`config.mk`:
```
export PLATFORM = sky130hd
export DESIGN_NAME = stratified_grid_sample_generator_flat
export DESIGN_NICKNAME = d
export VERILOG_FILES = /design/src/rtl/sgsg_pkg.sv /design/src/rtl/sgsg_ifs.sv /design/src/rtl/sgsg_ctrl.sv /design/src/rtl/sgsg_dpath.sv /design/src/rtl/stratified_grid_sample_generator.sv /design/src/flat_wrapper.sv
export SDC_FILE = /design/constraint.sdc
export NUM_CORES = 2
export LEC_CHECK = 0
export ABC_AREA = 1
export BUFFER_PORTS_ARGS = -buffer_cell sky130_fd_sc_hd__buf_4
export CORE_ASPECT_RATIO = 1.75
export CORE_MARGIN = 5
export CORE_UTILIZATION = 30
export CTS_CLUSTER_SIZE = 16
export DETAILED_ROUTE_END_ITERATION = 6
export PLACE_DENSITY = 0.53
export REMOVE_ABC_BUFFERS = 1
export SETUP_SLACK_MARGIN = 0.1
export SYNTH_ARGS = -nofsm -noshare
export SYNTH_HDL_FRONTEND = slang
export SYNTH_HIERARCHICAL = 1
export SYNTH_SLANG_ARGS = --single-unit
```
`constraint.sdc`:
```
create_clock -name clk -period 16.5 [get_ports clk]
set_input_delay 2.475 -clock clk [delete_from_list [all_inputs] [get_ports clk]]
set_output_delay 2.475 -clock clk [all_outputs]
set_load 0.05 [all_outputs]
```
`src/rtl/sgsg_pkg.sv`:
```
`default_nettype none
package sgsg_pkg;

  localparam int COORD_W       = 32;
  localparam int CFG_IDX_W     = 3;
  localparam int CFG_DATA_W    = 48;
  localparam int SEED_W        = 48;
  localparam int FRAC_BITS_DEF = 16;
  localparam int MAX_CELLS_DEF = 64;

  // register indexes
  localparam logic [CFG_IDX_W-1:0] CFG_MODE  = 3'd0;
  localparam logic [CFG_IDX_W-1:0] CFG_DIMS  = 3'd1;
  localparam logic [CFG_IDX_W-1:0] CFG_CELLS = 3'd2;
  localparam logic [CFG_IDX_W-1:0] CFG_RMIN  = 3'd3;
  localparam logic [CFG_IDX_W-1:0] CFG_RMAX  = 3'd4;
  localparam logic [CFG_IDX_W-1:0] CFG_SEED  = 3'd5;

  // sampling modes
  localparam logic [1:0] MODE_RANDOM  = 2'd0;
  localparam logic [1:0] MODE_JITTER  = 2'd1;
  localparam logic [1:0] MODE_UNIFORM = 2'd2;
  localparam logic [1:0] MODE_REGULAR = 2'd3;

  // destinations of a fresh random fraction
  localparam logic [1:0] DST_SHIFT_X = 2'd0;
  localparam logic [1:0] DST_SHIFT_Y = 2'd1;
  localparam logic [1:0] DST_SHIFT_Z = 2'd2;
  localparam logic [1:0] DST_OFFSET  = 2'd3;

  // reset values of the registers
  localparam logic [1:0]                MODE_RST  = MODE_JITTER;
  localparam logic [1:0]                DIMS_RST  = 2'd2;
  localparam logic [6:0]                CELLS_RST = 7'd8;
  localparam logic signed [COORD_W-1:0] RMIN_RST  = 32'sd0;
  localparam logic signed [COORD_W-1:0] RMAX_RST  = 32'sd65536;
  localparam logic [SEED_W-1:0]         SEED_RST  = 48'd20017429951246;

  // drand48 generator, multiplier split at bit 32
  localparam logic [31:0]       LCG_MUL_LO = 32'hDEEC_E66D;
  localparam logic [2:0]        LCG_MUL_HI = 3'h5;
  localparam logic [SEED_W-1:0] LCG_ADD    = 48'hB;

  typedef struct packed {
    logic       start;
    logic       restart;
    logic       lcg_mul;
    logic       lcg_add;
    logic [1:0] add_dst;
    logic       scale_mul;
    logic       div_load;
    logic       div_step;
    logic       store;
    logic       emit;
    logic [1:0] axis;
  } sgsg_cmd_t;

  typedef struct packed {
    logic [1:0] mode;
    logic [1:0] dims;
    logic       div_last;
    logic       out_free;
  } sgsg_sts_t;

endpackage
`default_nettype wire

```
`src/rtl/sgsg_ifs.sv`:
```
`default_nettype none

interface sgsg_in_if import sgsg_pkg::*; ();
  logic valid;
  logic ready;
  logic restart;

  modport source (output valid, output restart, input ready);
  modport sink (input valid, input restart, output ready);
endinterface

interface sgsg_out_if import sgsg_pkg::*; ();
  logic                      valid;
  logic                      ready;
  logic signed [COORD_W-1:0] coord_x;
  logic signed [COORD_W-1:0] coord_y;
  logic signed [COORD_W-1:0] coord_z;
  logic                      last_point;

  modport source (output valid, output coord_x, output coord_y, output coord_z,
                  output last_point, input ready);
  modport sink (input valid, input coord_x, input coord_y, input coord_z,
                input last_point, output ready);
endinterface

interface sgsg_cfg_if import sgsg_pkg::*; ();
  logic                  valid;
  logic                  ready;
  logic [CFG_IDX_W-1:0]  index;
  logic [CFG_DATA_W-1:0] data;

  modport source (output valid, output index, output data, input ready);
  modport sink (input valid, input index, input data, output ready);
endinterface

`default_nettype wire

```
`src/rtl/sgsg_ctrl.sv`:
```
`default_nettype none
module sgsg_ctrl import sgsg_pkg::*; (
  input  logic      clk,
  input  logic      rst_n,
  input  logic      in_valid,
  input  logic      in_restart,
  output logic      in_ready,
  input  sgsg_sts_t sts,
  output sgsg_cmd_t cmd
);

  localparam logic [3:0] S_IDLE     = 4'd0;
  localparam logic [3:0] S_RS_MUL   = 4'd1;
  localparam logic [3:0] S_RS_ADD   = 4'd2;
  localparam logic [3:0] S_AX_BEGIN = 4'd3;
  localparam logic [3:0] S_AX_MUL   = 4'd4;
  localparam logic [3:0] S_AX_ADD   = 4'd5;
  localparam logic [3:0] S_SC_MUL   = 4'd6;
  localparam logic [3:0] S_DIV_LD   = 4'd7;
  localparam logic [3:0] S_DIV      = 4'd8;
  localparam logic [3:0] S_STORE    = 4'd9;
  localparam logic [3:0] S_DONE     = 4'd10;

  logic [3:0] state_r, state_nxt;
  logic [1:0] draw_r, draw_nxt;
  logic [1:0] axis_r, axis_nxt;

  always_comb begin
    state_nxt = state_r;
    draw_nxt  = draw_r;
    axis_nxt  = axis_r;
    in_ready  = 1'b0;
    cmd       = '0;
    cmd.axis  = axis_r;
    case (state_r)
      S_IDLE: begin
        in_ready = 1'b1;
        if (in_valid) begin
          cmd.start   = 1'b1;
          cmd.restart = in_restart;
          draw_nxt    = '0;
          axis_nxt    = '0;
          state_nxt   = in_restart ? S_RS_MUL : S_AX_BEGIN;
        end
      end
      S_RS_MUL: begin
        cmd.lcg_mul = 1'b1;
        state_nxt   = S_RS_ADD;
      end
      S_RS_ADD: begin
        // draw index runs x, y, z, matching the shift destination codes
        cmd.lcg_add = 1'b1;
        cmd.add_dst = draw_r;
        if (draw_r == DST_SHIFT_Z) begin
          state_nxt = S_AX_BEGIN;
        end else begin
          draw_nxt  = draw_r + 2'd1;
          state_nxt = S_RS_MUL;
        end
      end
      S_AX_BEGIN: begin
        if (sts.mode == MODE_RANDOM || sts.mode == MODE_JITTER) begin
          state_nxt = S_AX_MUL;
        end else begin
          state_nxt = S_SC_MUL;
        end
      end
      S_AX_MUL: begin
        cmd.lcg_mul = 1'b1;
        state_nxt   = S_AX_ADD;
      end
      S_AX_ADD: begin
        cmd.lcg_add = 1'b1;
        cmd.add_dst = DST_OFFSET;
        state_nxt   = S_SC_MUL;
      end
      S_SC_MUL: begin
        cmd.scale_mul = 1'b1;
        state_nxt     = S_DIV_LD;
      end
      S_DIV_LD: begin
        cmd.div_load = 1'b1;
        state_nxt    = S_DIV;
      end
      S_DIV: begin
        cmd.div_step = 1'b1;
        if (sts.div_last) begin
          state_nxt = S_STORE;
        end
      end
      S_STORE: begin
        cmd.store = 1'b1;
        if (axis_r == sts.dims - 2'd1) begin
          state_nxt = S_DONE;
        end else begin
          axis_nxt  = axis_r + 2'd1;
          state_nxt = S_AX_BEGIN;
        end
      end
      S_DONE: begin
        if (sts.out_free) begin
          cmd.emit  = 1'b1;
          state_nxt = S_IDLE;
        end
      end
      default: begin
        state_nxt = S_IDLE;
      end
    endcase
  end

  always_ff @(posedge clk) begin
    if (!rst_n) begin
      state_r <= S_IDLE;
      draw_r  <= '0;
      axis_r  <= '0;
    end else begin
      state_r <= state_nxt;
      draw_r  <= draw_nxt;
      axis_r  <= axis_nxt;
    end
  end

endmodule
`default_nettype wire

```
`src/rtl/sgsg_dpath.sv`:
```
`default_nettype none
module sgsg_dpath import sgsg_pkg::*; #(
  parameter int FRAC_BITS = FRAC_BITS_DEF,
  parameter int MAX_CELLS = MAX_CELLS_DEF
) (
  input  logic                      clk,
  input  logic                      rst_n,
  input  logic                      cfg_valid,
  input  logic [CFG_IDX_W-1:0]      cfg_index,
  input  logic [CFG_DATA_W-1:0]     cfg_data,
  input  sgsg_cmd_t                 cmd,
  output sgsg_sts_t                 sts,
  input  logic                      out_ready,
  output logic                      out_valid,
  output logic signed [COORD_W-1:0] out_coord_x,
  output logic signed [COORD_W-1:0] out_coord_y,
  output logic signed [COORD_W-1:0] out_coord_z,
  output logic                      out_last_point
);

  localparam int CW    = (MAX_CELLS > 1) ? $clog2(MAX_CELLS) : 1;
  localparam int NW    = $clog2(MAX_CELLS + 1);
  localparam int MAGW  = COORD_W + 1;
  localparam int TW    = CW + FRAC_BITS;
  localparam int PW    = MAGW + TW;
  localparam int DW    = PW - FRAC_BITS;
  localparam int DSTEP = 8;
  localparam int DCYC  = (DW + DSTEP - 1) / DSTEP;
  localparam int DWP   = DCYC * DSTEP;
  localparam int DCW   = (DCYC > 1) ? $clog2(DCYC) : 1;
  localparam logic [FRAC_BITS-1:0] HALF = {1'b1, {(FRAC_BITS-1){1'b0}}};

  // configuration
  logic [1:0]                mode_r, mode_nxt;
  logic [1:0]                dims_r, dims_nxt;
  logic [6:0]                cells_cfg_r, cells_cfg_nxt;
  logic signed [COORD_W-1:0] rmin_r, rmin_nxt;
  logic signed [COORD_W-1:0] rmax_r, rmax_nxt;

  // generator and set state
  logic [SEED_W-1:0]    rng_r, rng_nxt;
  logic [CW-1:0]        cx_r, cx_nxt, cy_r, cy_nxt, cz_r, cz_nxt;
  logic [FRAC_BITS-1:0] sx_r, sx_nxt, sy_r, sy_nxt, sz_r, sz_nxt;

  // per-request working registers
  logic [1:0]                mode_w_r, mode_w_nxt;
  logic [1:0]                dims_w_r, dims_w_nxt;
  logic [NW-1:0]             cells_w_r, cells_w_nxt;
  logic [MAGW-1:0]           mag_r, mag_nxt;
  logic                      neg_r, neg_nxt;
  logic [SEED_W-1:0]         pl_r, pl_nxt;
  logic [15:0]               ph_r, ph_nxt;
  logic [FRAC_BITS-1:0]      off_r, off_nxt;
  logic [PW-1:0]             prod_r, prod_nxt;
  logic [DWP-1:0]            dv_r, dv_nxt;
  logic [NW-1:0]             rem_r, rem_nxt;
  logic [DCW-1:0]            dcnt_r, dcnt_nxt;
  logic signed [COORD_W-1:0] res_x_r, res_x_nxt, res_y_r, res_y_nxt, res_z_r, res_z_nxt;

  // output register
  logic                      ovalid_r, ovalid_nxt;
  logic signed [COORD_W-1:0] ox_r, ox_nxt, oy_r, oy_nxt, oz_r, oz_nxt;
  logic                      olast_r, olast_nxt;

  // combinational helpers
  logic [1:0]                dims_eff;
  logic [NW-1:0]             cells_eff;
  logic [CW-1:0]             top_c;
  logic [MAGW-1:0]           range_v;
  logic [MAGW-1:0]           mag_v;
  logic [63:0]               mul_lo_v;
  logic [31:0]               mul_ha_v;
  logic [18:0]               mul_hb_v;
  logic [SEED_W-1:0]         rng_sum_v;
  logic [FRAC_BITS-1:0]      frac_v;
  logic [CW-1:0]             cell_sel;
  logic [FRAC_BITS-1:0]      off_sel;
  logic [TW-1:0]             t_val;
  logic [NW-1:0]             dsor;
  logic [NW:0]               trial;
  logic [NW-1:0]             rem_v;
  logic [DWP-1:0]            dv_v;
  logic signed [COORD_W-1:0] store_v;
  logic                      last_v;
  logic                      adv_go;
  logic [CW-1:0]             adv_x, adv_y, adv_z;

  assign dims_eff  = (dims_r == 2'd0) ? 2'd1 : dims_r;
  assign cells_eff = (cells_cfg_r == 7'd0) ? NW'(1) :
                     ((int'(cells_cfg_r) > MAX_CELLS) ? NW'(MAX_CELLS) : NW'(cells_cfg_r));
  assign top_c     = CW'(cells_eff - NW'(1));

  assign range_v = {rmax_r[COORD_W-1], rmax_r} - {rmin_r[COORD_W-1], rmin_r};
  assign mag_v   = range_v[MAGW-1] ? (~range_v + MAGW'(1)) : range_v;

  // state * multiplier mod 2^48, low and high halves in separate products
  assign mul_lo_v  = {32'b0, rng_r[31:0]} * {32'b0, LCG_MUL_LO};
  assign mul_ha_v  = {16'b0, rng_r[47:32]} * {16'b0, LCG_MUL_LO[15:0]};
  assign mul_hb_v  = {3'b0, rng_r[15:0]} * {16'b0, LCG_MUL_HI};
  assign rng_sum_v = pl_r + {ph_r, 32'b0} + LCG_ADD;
  assign frac_v    = rng_sum_v[SEED_W-1 -: FRAC_BITS];

  always_comb begin
    cell_sel = cx_r;
    off_sel  = off_r;
    case (cmd.axis)
      2'd0:    cell_sel = cx_r;
      2'd1:    cell_sel = cy_r;
      default: cell_sel = cz_r;
    endcase
    case (mode_w_r)
      MODE_UNIFORM: begin
        case (cmd.axis)
          2'd0:    off_sel = sx_r;
          2'd1:    off_sel = sy_r;
          default: off_sel = sz_r;
        endcase
      end
      MODE_REGULAR: off_sel = HALF;
      default:      off_sel = off_r;
    endcase
    if (mode_w_r == MODE_RANDOM) begin
      cell_sel = '0;
    end
  end

  assign t_val = {cell_sel, off_sel};
  assign dsor  = (mode_w_r == MODE_RANDOM) ? NW'(1) : cells_w_r;

  // restoring division by the cell count (by one in random mode), DSTEP quotient bits a cycle
  always_comb begin
    rem_v = rem_r;
    dv_v  = dv_r;
    trial = '0;
    for (int i = 0; i < DSTEP; i++) begin
      trial = {rem_v, dv_v[DWP-1]};
      dv_v  = {dv_v[DWP-2:0], 1'b0};
      if (trial >= {1'b0, dsor}) begin
        trial   = trial - {1'b0, dsor};
        dv_v[0] = 1'b1;
      end
      rem_v = trial[NW-1:0];
    end
  end

  // quotient never exceeds the range magnitude, so 32 bits and wraparound suffice
  assign store_v = neg_r ? (rmin_r - signed'(dv_r[COORD_W-1:0]))
                         : (rmin_r + signed'(dv_r[COORD_W-1:0]));

  assign last_v = (cx_r == top_c) && (dims_w_r < 2'd2 || cy_r == top_c)
               && (dims_w_r < 2'd3 || cz_r == top_c);

  // advance z fastest, then x, then y
  always_comb begin
    adv_x  = cx_r;
    adv_y  = cy_r;
    adv_z  = cz_r;
    adv_go = 1'b1;
    if (dims_w_r == 2'd3) begin
      if (cz_r < top_c) begin
        adv_z  = cz_r + CW'(1);
        adv_go = 1'b0;
      end else begin
        adv_z = '0;
      end
    end
    if (adv_go) begin
      if (cx_r < top_c) begin
        adv_x = cx_r + CW'(1);
      end else begin
        adv_x = '0;
        if (dims_w_r >= 2'd2) begin
          adv_y = (cy_r < top_c) ? (cy_r + CW'(1)) : '0;
        end
      end
    end
  end

  always_comb begin
    mode_nxt      = mode_r;
    dims_nxt      = dims_r;
    cells_cfg_nxt = cells_cfg_r;
    rmin_nxt      = rmin_r;
    rmax_nxt      = rmax_r;
    rng_nxt       = rng_r;
    cx_nxt        = cx_r;
    cy_nxt        = cy_r;
    cz_nxt        = cz_r;
    sx_nxt        = sx_r;
    sy_nxt        = sy_r;
    sz_nxt        = sz_r;
    mode_w_nxt    = mode_w_r;
    dims_w_nxt    = dims_w_r;
    cells_w_nxt   = cells_w_r;
    mag_nxt       = mag_r;
    neg_nxt       = neg_r;
    pl_nxt        = pl_r;
    ph_nxt        = ph_r;
    off_nxt       = off_r;
    prod_nxt      = prod_r;
    dv_nxt        = dv_r;
    rem_nxt       = rem_r;
    dcnt_nxt      = dcnt_r;
    res_x_nxt     = res_x_r;
    res_y_nxt     = res_y_r;
    res_z_nxt     = res_z_r;
    ovalid_nxt    = ovalid_r;
    ox_nxt        = ox_r;
    oy_nxt        = oy_r;
    oz_nxt        = oz_r;
    olast_nxt     = olast_r;

    if (cmd.start) begin
      mode_w_nxt  = mode_r;
      dims_w_nxt  = dims_eff;
      cells_w_nxt = cells_eff;
      mag_nxt     = mag_v;
      neg_nxt     = range_v[MAGW-1];
      res_x_nxt   = '0;
      res_y_nxt   = '0;
      res_z_nxt   = '0;
      if (cmd.restart) begin
        cx_nxt = '0;
        cy_nxt = '0;
        cz_nxt = '0;
      end else begin
        cx_nxt = (cx_r > top_c) ? top_c : cx_r;
        cy_nxt = (cy_r > top_c) ? top_c : cy_r;
        cz_nxt = (cz_r > top_c) ? top_c : cz_r;
      end
    end

    if (cmd.lcg_mul) begin
      pl_nxt = mul_lo_v[SEED_W-1:0];
      ph_nxt = mul_ha_v[15:0] + mul_hb_v[15:0];
    end

    if (cmd.lcg_add) begin
      rng_nxt = rng_sum_v;
      case (cmd.add_dst)
        DST_SHIFT_X: sx_nxt  = frac_v;
        DST_SHIFT_Y: sy_nxt  = frac_v;
        DST_SHIFT_Z: sz_nxt  = frac_v;
        default:     off_nxt = frac_v;
      endcase
    end

    if (cmd.scale_mul) begin
      prod_nxt = PW'(mag_r) * PW'(t_val);
    end

    if (cmd.div_load) begin
      dv_nxt   = DWP'(prod_r[PW-1:FRAC_BITS]);
      rem_nxt  = '0;
      dcnt_nxt = '0;
    end

    if (cmd.div_step) begin
      dv_nxt   = dv_v;
      rem_nxt  = rem_v;
      dcnt_nxt = dcnt_r + DCW'(1);
    end

    if (cmd.store) begin
      case (cmd.axis)
        2'd0:    res_x_nxt = store_v;
        2'd1:    res_y_nxt = store_v;
        default: res_z_nxt = store_v;
      endcase
    end

    if (cmd.emit) begin
      ovalid_nxt = 1'b1;
      ox_nxt     = res_x_r;
      oy_nxt     = res_y_r;
      oz_nxt     = res_z_r;
      olast_nxt  = last_v;
      cx_nxt     = adv_x;
      cy_nxt     = adv_y;
      cz_nxt     = adv_z;
    end else if (out_ready) begin
      ovalid_nxt = 1'b0;
    end

    if (cfg_valid) begin
      case (cfg_index)
        CFG_MODE: mode_nxt = cfg_data[1:0];
        CFG_DIMS: begin
          dims_nxt = cfg_data[1:0];
          cx_nxt   = '0;
          cy_nxt   = '0;
          cz_nxt   = '0;
        end
        CFG_CELLS: begin
          cells_cfg_nxt = cfg_data[6:0];
          cx_nxt        = '0;
          cy_nxt        = '0;
          cz_nxt        = '0;
        end
        CFG_RMIN: rmin_nxt = signed'(cfg_data[COORD_W-1:0]);
        CFG_RMAX: rmax_nxt = signed'(cfg_data[COORD_W-1:0]);
        CFG_SEED: rng_nxt  = cfg_data[SEED_W-1:0];
        default: ;
      endcase
    end
  end

  always_ff @(posedge clk) begin
    if (!rst_n) begin
      mode_r      <= MODE_RST;
      dims_r      <= DIMS_RST;
      cells_cfg_r <= CELLS_RST;
      rmin_r      <= RMIN_RST;
      rmax_r      <= RMAX_RST;
      rng_r       <= SEED_RST;
      cx_r        <= '0;
      cy_r        <= '0;
      cz_r        <= '0;
      sx_r        <= '0;
      sy_r        <= '0;
      sz_r        <= '0;
      mode_w_r    <= MODE_RST;
      dims_w_r    <= DIMS_RST;
      dcnt_r      <= '0;
      ovalid_r    <= 1'b0;
    end else begin
      mode_r      <= mode_nxt;
      dims_r      <= dims_nxt;
      cells_cfg_r <= cells_cfg_nxt;
      rmin_r      <= rmin_nxt;
      rmax_r      <= rmax_nxt;
      rng_r       <= rng_nxt;
      cx_r        <= cx_nxt;
      cy_r        <= cy_nxt;
      cz_r        <= cz_nxt;
      sx_r        <= sx_nxt;
      sy_r        <= sy_nxt;
      sz_r        <= sz_nxt;
      mode_w_r    <= mode_w_nxt;
      dims_w_r    <= dims_w_nxt;
      dcnt_r      <= dcnt_nxt;
      ovalid_r    <= ovalid_nxt;
    end
  end

  always_ff @(posedge clk) begin
    cells_w_r <= cells_w_nxt;
    mag_r     <= mag_nxt;
    neg_r     <= neg_nxt;
    pl_r      <= pl_nxt;
    ph_r      <= ph_nxt;
    off_r     <= off_nxt;
    prod_r    <= prod_nxt;
    dv_r      <= dv_nxt;
    rem_r     <= rem_nxt;
    res_x_r   <= res_x_nxt;
    res_y_r   <= res_y_nxt;
    res_z_r   <= res_z_nxt;
    ox_r      <= ox_nxt;
    oy_r      <= oy_nxt;
    oz_r      <= oz_nxt;
    olast_r   <= olast_nxt;
  end

  assign sts.mode     = mode_w_r;
  assign sts.dims     = dims_w_r;
  assign sts.div_last = (dcnt_r == DCW'(DCYC - 1));
  assign sts.out_free = !ovalid_r || out_ready;

  assign out_valid      = ovalid_r;
  assign out_coord_x    = ox_r;
  assign out_coord_y    = oy_r;
  assign out_coord_z    = oz_r;
  assign out_last_point = olast_r;

endmodule
`default_nettype wire

```
`src/rtl/stratified_grid_sample_generator.sv`:
```
// Channel   Dir  Payload                                  Role
// in_ch     in   restart                                  one request = one point
// out_ch    out  coord_x, coord_y, coord_z, last_point    one point per request
// cfg_ch    in   index, data                              register write, always ready
//
// Per request: a restart first draws the three shifts; then each used axis takes a
//   draw in random and jittered modes, a scaling multiply, a division and a store.
// The shared divider takes 8 quotient bits a cycle; a generator step is a multiply
//   followed by an add.
// Reset: registers take their defaults, the generator loads the seed, counters clear.
// Stalls: a finished point waits in the output register; the next request is taken
//   as soon as that point has been loaded, even while it is still waiting.
`default_nettype none
module stratified_grid_sample_generator import sgsg_pkg::*; #(
  parameter int FRAC_BITS = FRAC_BITS_DEF,
  parameter int MAX_CELLS = MAX_CELLS_DEF
) (
  input logic        clk,
  input logic        rst_n,
  sgsg_in_if.sink    in_ch,
  sgsg_out_if.source out_ch,
  sgsg_cfg_if.sink   cfg_ch
);

  sgsg_cmd_t cmd;
  sgsg_sts_t sts;
  logic      in_ready;

  // Writes must arrive only while idle; the block does not enforce this and takes them at once.
  assign cfg_ch.ready = 1'b1;
  assign in_ch.ready  = in_ready;

  // Sequence generator draws, scaling multiply, division, result store and emit.
  sgsg_ctrl u_ctrl (
    .clk        (clk),
    .rst_n      (rst_n),
    .in_valid   (in_ch.valid),
    .in_restart (in_ch.restart),
    .in_ready   (in_ready),
    .sts        (sts),
    .cmd        (cmd)
  );

  // Hold config, generator, cell counters and the output register.
  sgsg_dpath #(
    .FRAC_BITS (FRAC_BITS),
    .MAX_CELLS (MAX_CELLS)
  ) u_dpath (
    .clk            (clk),
    .rst_n          (rst_n),
    .cfg_valid      (cfg_ch.valid),
    .cfg_index      (cfg_ch.index),
    .cfg_data       (cfg_ch.data),
    .cmd            (cmd),
    .sts            (sts),
    .out_ready      (out_ch.ready),
    .out_valid      (out_ch.valid),
    .out_coord_x    (out_ch.coord_x),
    .out_coord_y    (out_ch.coord_y),
    .out_coord_z    (out_ch.coord_z),
    .out_last_point (out_ch.last_point)
  );

endmodule
`default_nettype wire

```
`src/flat_wrapper.sv`:
```
// flat-port wrapper written by rule: the top's interface ports become plain ports
module stratified_grid_sample_generator_flat import sgsg_pkg::*;
#(
  parameter int FRAC_BITS = FRAC_BITS_DEF,
  parameter int MAX_CELLS = MAX_CELLS_DEF
)
  (clk, rst_n, in_ch_valid, in_ch_restart, in_ch_ready, out_ch_valid, out_ch_coord_x, out_ch_coord_y, out_ch_coord_z, out_ch_last_point, out_ch_ready, cfg_ch_valid, cfg_ch_index, cfg_ch_data, cfg_ch_ready);
  sgsg_in_if in_ch_i ();
  sgsg_out_if out_ch_i ();
  sgsg_cfg_if cfg_ch_i ();
  input logic clk;
  input logic rst_n;
  input wire logic [$bits(in_ch_i.valid)-1:0] in_ch_valid;
  input wire logic [$bits(in_ch_i.restart)-1:0] in_ch_restart;
  output wire logic [$bits(in_ch_i.ready)-1:0] in_ch_ready;
  output wire logic [$bits(out_ch_i.valid)-1:0] out_ch_valid;
  output wire logic [$bits(out_ch_i.coord_x)-1:0] out_ch_coord_x;
  output wire logic [$bits(out_ch_i.coord_y)-1:0] out_ch_coord_y;
  output wire logic [$bits(out_ch_i.coord_z)-1:0] out_ch_coord_z;
  output wire logic [$bits(out_ch_i.last_point)-1:0] out_ch_last_point;
  input wire logic [$bits(out_ch_i.ready)-1:0] out_ch_ready;
  input wire logic [$bits(cfg_ch_i.valid)-1:0] cfg_ch_valid;
  input wire logic [$bits(cfg_ch_i.index)-1:0] cfg_ch_index;
  input wire logic [$bits(cfg_ch_i.data)-1:0] cfg_ch_data;
  output wire logic [$bits(cfg_ch_i.ready)-1:0] cfg_ch_ready;
  assign in_ch_i.valid = in_ch_valid;
  assign in_ch_i.restart = in_ch_restart;
  assign in_ch_ready = in_ch_i.ready;
  assign out_ch_valid = out_ch_i.valid;
  assign out_ch_coord_x = out_ch_i.coord_x;
  assign out_ch_coord_y = out_ch_i.coord_y;
  assign out_ch_coord_z = out_ch_i.coord_z;
  assign out_ch_last_point = out_ch_i.last_point;
  assign out_ch_i.ready = out_ch_ready;
  assign cfg_ch_i.valid = cfg_ch_valid;
  assign cfg_ch_i.index = cfg_ch_index;
  assign cfg_ch_i.data = cfg_ch_data;
  assign cfg_ch_ready = cfg_ch_i.ready;
  stratified_grid_sample_generator #(.FRAC_BITS(FRAC_BITS), .MAX_CELLS(MAX_CELLS)) u_core (.clk(clk), .rst_n(rst_n), .in_ch(in_ch_i), .out_ch(out_ch_i), .cfg_ch(cfg_ch_i));
endmodule
```
# [After elaboration in Yosys (flattened, before gate mapping)]
# Index checks and enable logic that the tools add are counted.
# W data, S select, Z words.
[totals] in_bits=57 regBits=621
[op_classes] n_bitwise=2 order_cmp=18 mul=4 addsub=23 reduce_logical=34 eq_ne=33 mux=98
[op_table] op="$mux W32" n=11
[op_table] op="$mux W6" n=27
[op_table] op="$mux W48" n=3
[op_table] op="$mux W7" n=13
[op_table] op="$mux W40" n=2
[op_table] op="$ge A8 B7 Y1" n=8
[op_table] op="$pmux W16 S2" n=2
[op_table] op="$sub A7 B7 Y7" n=8
[op_table] op="$mul A33 B22 Y55" n=1
[op_table] op="$add A48 B4 Y48 const B" n=1
[op_table] op="$add A48 B48 Y48" n=1
[op_table] op="$mul A32 B32 Y48 const B" n=1
[op_table] op="$pmux W4 S11" n=1
[op_table] op="$add A33 B1 Y33 const B" n=1
[op_table] op="$not A33 Y33" n=1
[op_table] op="$sub A32 B32 Y33" n=1
[op_table] op="$add A32 B32 Y32" n=1
[op_table] op="$sub A32 B32 Y32" n=1
[op_table] op="$mux W1" n=20
[op_table] op="$add A6 B1 Y6 const B" n=3
[op_table] op="$eq A6 B6 Y1" n=3
[op_table] op="$gt A6 B6 Y1" n=3
[op_table] op="$lt A6 B6 Y1" n=3
[op_table] op="$mux W2" n=9
[op_table] op="other kinds (40)" n=87

# [Logic depth before layout (Yosys ltp)]
[depth] word_depth=19 mapped_depth=96 ltp_nobuf=93

# [Hierarchy]
# Netlist, hierarchy kept.
[modules_own_cells] mod="sgsg_dpath" area_each_um2=72512.0 cells_each=8336 n_inst=1
[modules_own_cells] mod="sgsg_ctrl" area_each_um2=669.4 cells_each=113 n_inst=1
[modules_own_cells] mod="stratified_grid_sample_generator" area_each_um2=11.3 cells_each=2 n_inst=1

# [Worst setup path before layout]
# OpenSTA, ideal clock, no wires.
[synth_path] path_type="flip-flop to flip-flop" from="register u_core.u_dpath.mode_w_r[1]" to="register u_core.u_dpath.rem_r[0], data pin" arrival_time_ps=13053 path_stages_with_launch=89 period_less_slack_ps=13306 required_ps=16246 setup_slack_ps=3194 path_cell_list="dfxtp_1 nor2_1 or2_2 ha_1 inv_1 fa_1 nand2_1 nand2_2 nand2_2 nand2_2 nand2_4 nand2_4 nand2_1 nand2_1 ha_1 nand2_1 nor2_1 nand2_1 [53 not listed] nand3_2 buf_6 nand2_1 nand2_1 ha_1 a21oi_1 o21ai_0 nand2_1 inv_1 nor2_1 inv_1 a21oi_1 o21ai_0 a21oi_1 nand3_2 buf_6 nor2_1 nor2_2"
[synth_via] elab_chain_cells=19 word_cells_on_any_way=27 cone_classes="8 x add/sub; 8 x order compare; 10 x mux; 1 x reduce/logical"
[synth_lines] item="from (decl)" line_no="sgsg_dpath.sv:46" source="logic [1:0] mode_w_r, mode_w_nxt;"
[synth_lines] item="from (signal assigned)" line_no="sgsg_dpath.sv:339" source="mode_w_r <= mode_w_nxt;"
[synth_lines] item="$logic_not A2 Y1 (*)" line_no="sgsg_dpath.sv:128" source="assign dsor = (mode_w_r == MODE_RANDOM) ? NW'(1) : cells_w_r;"
[synth_lines] item="$mux W7 (*)" line_no="sgsg_dpath.sv:128"
[synth_lines] item="$sub A7 B7 Y7 or $ge A8 B7 Y1 (tied branches)" line_no="sgsg_dpath.sv:139, sgsg_dpath.sv:138"
[synth_lines] item="$mux W7" line_no="sgsg_dpath.sv:138" source="if (trial >= {1'b0, dsor}) begin"
[synth_lines] item="$sub A7 B7 Y7 or $ge A8 B7 Y1 (tied branches)" line_no="sgsg_dpath.sv:139, sgsg_dpath.sv:138"
[synth_lines] item="$mux W7" line_no="sgsg_dpath.sv:138"
[synth_lines] item="$sub A7 B7 Y7 or $ge A8 B7 Y1 (tied branches)" line_no="sgsg_dpath.sv:139, sgsg_dpath.sv:138"
[synth_lines] item="$mux W7" line_no="sgsg_dpath.sv:138"
[synth_lines] item="[3 not listed]"
[synth_lines] item="$mux W7" line_no="sgsg_dpath.sv:138"
[synth_lines] item="$sub A7 B7 Y7 or $ge A8 B7 Y1 (tied branches)" line_no="sgsg_dpath.sv:139, sgsg_dpath.sv:138"
[synth_lines] item="$mux W7" line_no="sgsg_dpath.sv:138"
[synth_lines] item="$sub A7 B7 Y7 or $ge A8 B7 Y1 (tied branches)" line_no="sgsg_dpath.sv:139, sgsg_dpath.sv:138"
[synth_lines] item="$mux W7" line_no="sgsg_dpath.sv:138"
[synth_lines] item="$ge A8 B7 Y1" line_no="sgsg_dpath.sv:138"
[synth_lines] item="$mux W7 (*)" line_no="sgsg_dpath.sv:138"
[synth_lines] item="$mux W7 (*)" line_no="sgsg_dpath.sv:258" source="if (cmd.div_step) begin"
[synth_lines] item="to (signal assigned)" line_no="sgsg_dpath.sv:355" source="rem_r <= rem_nxt;"
[synth_lines] item="to (decl)" line_no="sgsg_dpath.sv:56" source="logic [NW-1:0] rem_r, rem_nxt;"
# Mark *: on every way between the ends. The rest lies on a longest branch, timed or not.
# A chain may end at the register's enable or synchronous reset.

# [Worst setup path after layout]
[layout_path] from="register u_core.u_dpath.mode_w_r[1]" to="register u_core.u_dpath.dv_r[0], data pin"
[layout_via] elab_chain_cells=19 word_cells_on_any_way=26 cone_classes="7 x add/sub; 8 x order compare; 10 x mux; 1 x reduce/logical"
[layout_lines] item="$logic_not A2 Y1 (*)" line_no="sgsg_dpath.sv:128"
[layout_lines] item="$mux W7 (*)" line_no="sgsg_dpath.sv:128"
[layout_lines] item="$sub A7 B7 Y7 or $ge A8 B7 Y1 (tied branches)" line_no="sgsg_dpath.sv:139, sgsg_dpath.sv:138"
[layout_lines] item="$mux W7" line_no="sgsg_dpath.sv:138"
[layout_lines] item="$sub A7 B7 Y7 or $ge A8 B7 Y1 (tied branches)" line_no="sgsg_dpath.sv:139, sgsg_dpath.sv:138"
[layout_lines] item="$mux W7" line_no="sgsg_dpath.sv:138"
[layout_lines] item="$sub A7 B7 Y7 or $ge A8 B7 Y1 (tied branches)" line_no="sgsg_dpath.sv:139, sgsg_dpath.sv:138"
[layout_lines] item="$mux W7" line_no="sgsg_dpath.sv:138"
[layout_lines] item="[4 not listed]"
[layout_lines] item="$sub A7 B7 Y7 or $ge A8 B7 Y1 (tied branches)" line_no="sgsg_dpath.sv:139, sgsg_dpath.sv:138"
[layout_lines] item="$mux W7" line_no="sgsg_dpath.sv:138"
[layout_lines] item="$sub A7 B7 Y7 or $ge A8 B7 Y1 (tied branches)" line_no="sgsg_dpath.sv:139, sgsg_dpath.sv:138"
[layout_lines] item="$mux W7" line_no="sgsg_dpath.sv:138"
[layout_lines] item="$ge A8 B7 Y1 (*)" line_no="sgsg_dpath.sv:138"
[layout_lines] item="$mux W1 (*)" line_no="sgsg_dpath.sv:138"
[layout_lines] item="$mux W40 (*)" line_no="sgsg_dpath.sv:258"
[layout_lines] item="via u_core.u_dpath.dv_nxt[0]" line_no="sgsg_dpath.sv:55" source="logic [DWP-1:0] dv_r, dv_nxt;"
[layout_lines] item="to (signal assigned)" line_no="sgsg_dpath.sv:354" source="dv_r <= dv_nxt;"
[layout_lines] item="to (decl)" line_no="sgsg_dpath.sv:55"
# Mark *: on every way through the listed nets, which the timed path passes. The rest lies on a longest branch.

==> impl_metrics.yaml <==
die:
  pin_count: 157
  row_count: 240
  initial_core_util_pct: 30.1
  die_x_um: 383
  die_area_sq_um: 254000
  die_h_um: 663
  core_sq_um: 244000
layout:
  final_area_sq_um: 80600
  mostFrequentLayoutCell: "inv_1"
  syn2layout_area_growth_pct: 10.1
  fillers: 25491
  mostFrequentLayoutCells: "inv_1, nand2_1, fa_1"
  layout-drive-gt1-share_pct: 5.66
  final_nets: 10388
cts:
  cts_max_level: 2
  clk_pin_slew_worst_paths_ns: 0.08
  clock_path_buffers: 3
  cts_setup_buffers: 0
  clock-sinks: 605
  postCtsHoldBufs: 0
  cts-root-buf: "clkbuf_16"
  cts_buffers: 60
  cts_tree: "done"
  insertion_delay_ns: 0.74
detailed_routing:
  routed_wl_um: 282000
  drtPass1Iterations: 6
  routedWlPerCell_um: 23.8
  vias: 57754
  ant_nets: 0
  drtIter0Drc: 3732
  drc_errors: 0
  vias_per_cell: 4.87
yosys:
  post_synth.cell_area_avg_sq_um: 8.66
  synthCells: 8451
  async_reset_ff_share_pct: 0
  synthesis.area_sq_um: 73200
  yosys.cell_types.count: 67
  ys_seq_elements: 605
  yosysWarnings: 6
  synth_edf_count: 304
  synth_seq_area_share_pct: 20.7
  synth_ff_type: "edfxtp_1"
min_path:
  min_from: "u_core/u_dpath/res_z_r[20]"
  holdPathStages: 0
  worst_hold_path.endpoint: "u_core/u_dpath/out_coord_z[20]"
  holdCritPathClass: "reg2reg"
setup_path:
  cp-end-kind: "flip-flop"
  cpMostUsedCell: "nand2_1"
  r2r-end: "u_core/u_dpath/dv_r[0]"
  crit_required_ns: 16.98
  worstReg2RegStart: "u_core/u_dpath/mode_w_r[1]"
  r2r_slack_ns: 1.55
  cpPeakStageDelay_ns: 0.48
  crit_family: "compound AO/OA/AOI/OAI gates"
  r2r_cells: 85
  worstPathMaxFanout: 13
  critPathBufInv: 10
  path_class: "reg2reg"
  crit_path_start_kind: "flip-flop"
  cpMaxStageDelayCell: "fa_1"
  critPathArrivalTime_ns: 15.43
grt:
  grt_pass1_wl_um: 409000
  antenna_found_initial: 14
  busiest_layer: "met2"
  grt_max_degree: 91
  grt_usage_pct: 22.0
  grt_overflow: 0
  grt_pass1_vias: 62785
  use_met1_pct: 20.5
  use_met2_pct: 41.9
  grt_util_met3_pct: 1.79
sta:
  fmax_mhz: 66.9
  rsz0062_at_grt: "no"
  skew_ns: 0.0672
  period_share_pct: 90.6
  period_minus_slack_ns: 14.95
  setup_ws_ns: 1.55
  tightest_slew_ns: 1.36
  setup_viol: 0
  fin_tns_setup_ns: 0
  relSlewSlack_pct: 8.49
  hold_violations: 0
  drv_slew: 0
placed_design:
  dpl_cell_area_sq_um: 78500
  port_buffers: 155
  gp_congestion: 0.981
  post-place-ws_ns: -0.0378
  post-dp-hpwl_um: 233000
outcome:
  status: "finished, final reports clean"
run:
  cap_violations: 0
[synthesized netlist by cell type (13+ instances only)]
library cell | number | area [sq um]
o211ai_1 | 27 | 203
o21ai_0 | 493 | 2470
nand2_1 | 1397 | 5240
nor2_1 | 633 | 2380
nor3_1 | 66 | 330
clkbuf_1 | 189 | 709
o21bai_1 | 22 | 165
nand3_1 | 165 | 826
o21a_1 | 23 | 173
dfxtp_1 | 301 | 6030
a21oi_1 | 440 | 2200
a21o_1 | 13 | 97.6
a31oi_1 | 26 | 163
edfxtp_1 | 304 | 9130
xor2_1 | 202 | 1770
buf_1 | 45 | 169
nand4_1 | 36 | 225
ha_1 | 670 | 8380
inv_1 | 1935 | 7260
fa_1 | 1122 | 22500
nor4_1 | 23 | 144
xnor2_1 | 117 | 1020
a221oi_1 | 13 | 114
a21boi_0 | 17 | 128
[sequential cells by signal, summed over array words and instances, names as in the netlist, 33 cells and up]
name,cells
u_core/u_dpath/mag_r,33
u_core/u_dpath/rng_r,48
u_core/u_dpath/dv_r,40
u_core/u_dpath/pl_r,48
u_core/u_dpath/prod_r,39
[routing by layer]
metal	share of wire [%]	up-vias
li1	-	26214
met1	31	28912
met2	54	1765
met3	3.4	859
met4	12	4
met5	0.0092	-
[kinds of logic after synthesis]
kind of cell / count (synthesis) / synth area share, %
DFF: 605 / 20.7
xor gates and xnor gates: 319 / 3.82
AOI/OAI and AO/OA: 1152 / 8.71
buffers and inverters: 2195 / 11.3
other: 1 / 0.00512
and+or+nand+nor: 2387 / 13.3
adders and majority gates: 1792 / 42.1
[through the flow]
step                hold WS, ns  std cells  util (%)
global route              0.405      11859      33.1
finish                    0.404      11862      33.1
detailed placement        0.417      11744      32.2
CTS                       0.391      11858      33.1
floorplan                 0.409       8210         -
global placement          0.413      11744      32.2
[final cells by class]
type	count	area, sq um	share of cell area, %
clock inverter	46	462	0.573
antenna	4	10.0	0.0124
timing repair buffer	267	2000	2.49
inverter	1954	7340	9.11
multi-input combinational	5651	49900	61.9
clock buffer	68	1620	2.00
tap	3267	4090	5.07
sequential	605	15200	18.8
[repair_timing]
item / 4_1_cts / 5_1_grt
pin swaps: 0 / 1
endpoints found under the setup margin: 5 / 8
gates resized for setup: 1 / 12
[worst max path at each step]
stage | start | end | slack (ns) | depth (start not counted)
floorplan | u_core/u_dpath/mode_w_r[1] | u_core/u_dpath/dv_r[0] | 3.27 | 84
global placement | u_core/u_dpath/mode_w_r[1] | u_core/u_dpath/dv_r[0] | -0.09 | 84
detailed placement | u_core/u_dpath/mode_w_r[1] | u_core/u_dpath/dv_r[0] | -0.04 | 84
CTS | u_core/u_dpath/mode_w_r[1] | u_core/u_dpath/dv_r[0] | 0.33 | 84
global route | u_core/u_dpath/mode_w_r[1] | u_core/u_dpath/dv_r[0] | 0.13 | 86
finish | u_core/u_dpath/mode_w_r[1] | u_core/u_dpath/dv_r[0] | 1.55 | 85
Power is left out: the tool's default activity adds up to more than one toggle a clock period on the data nets, which glitch-free logic cannot reach.
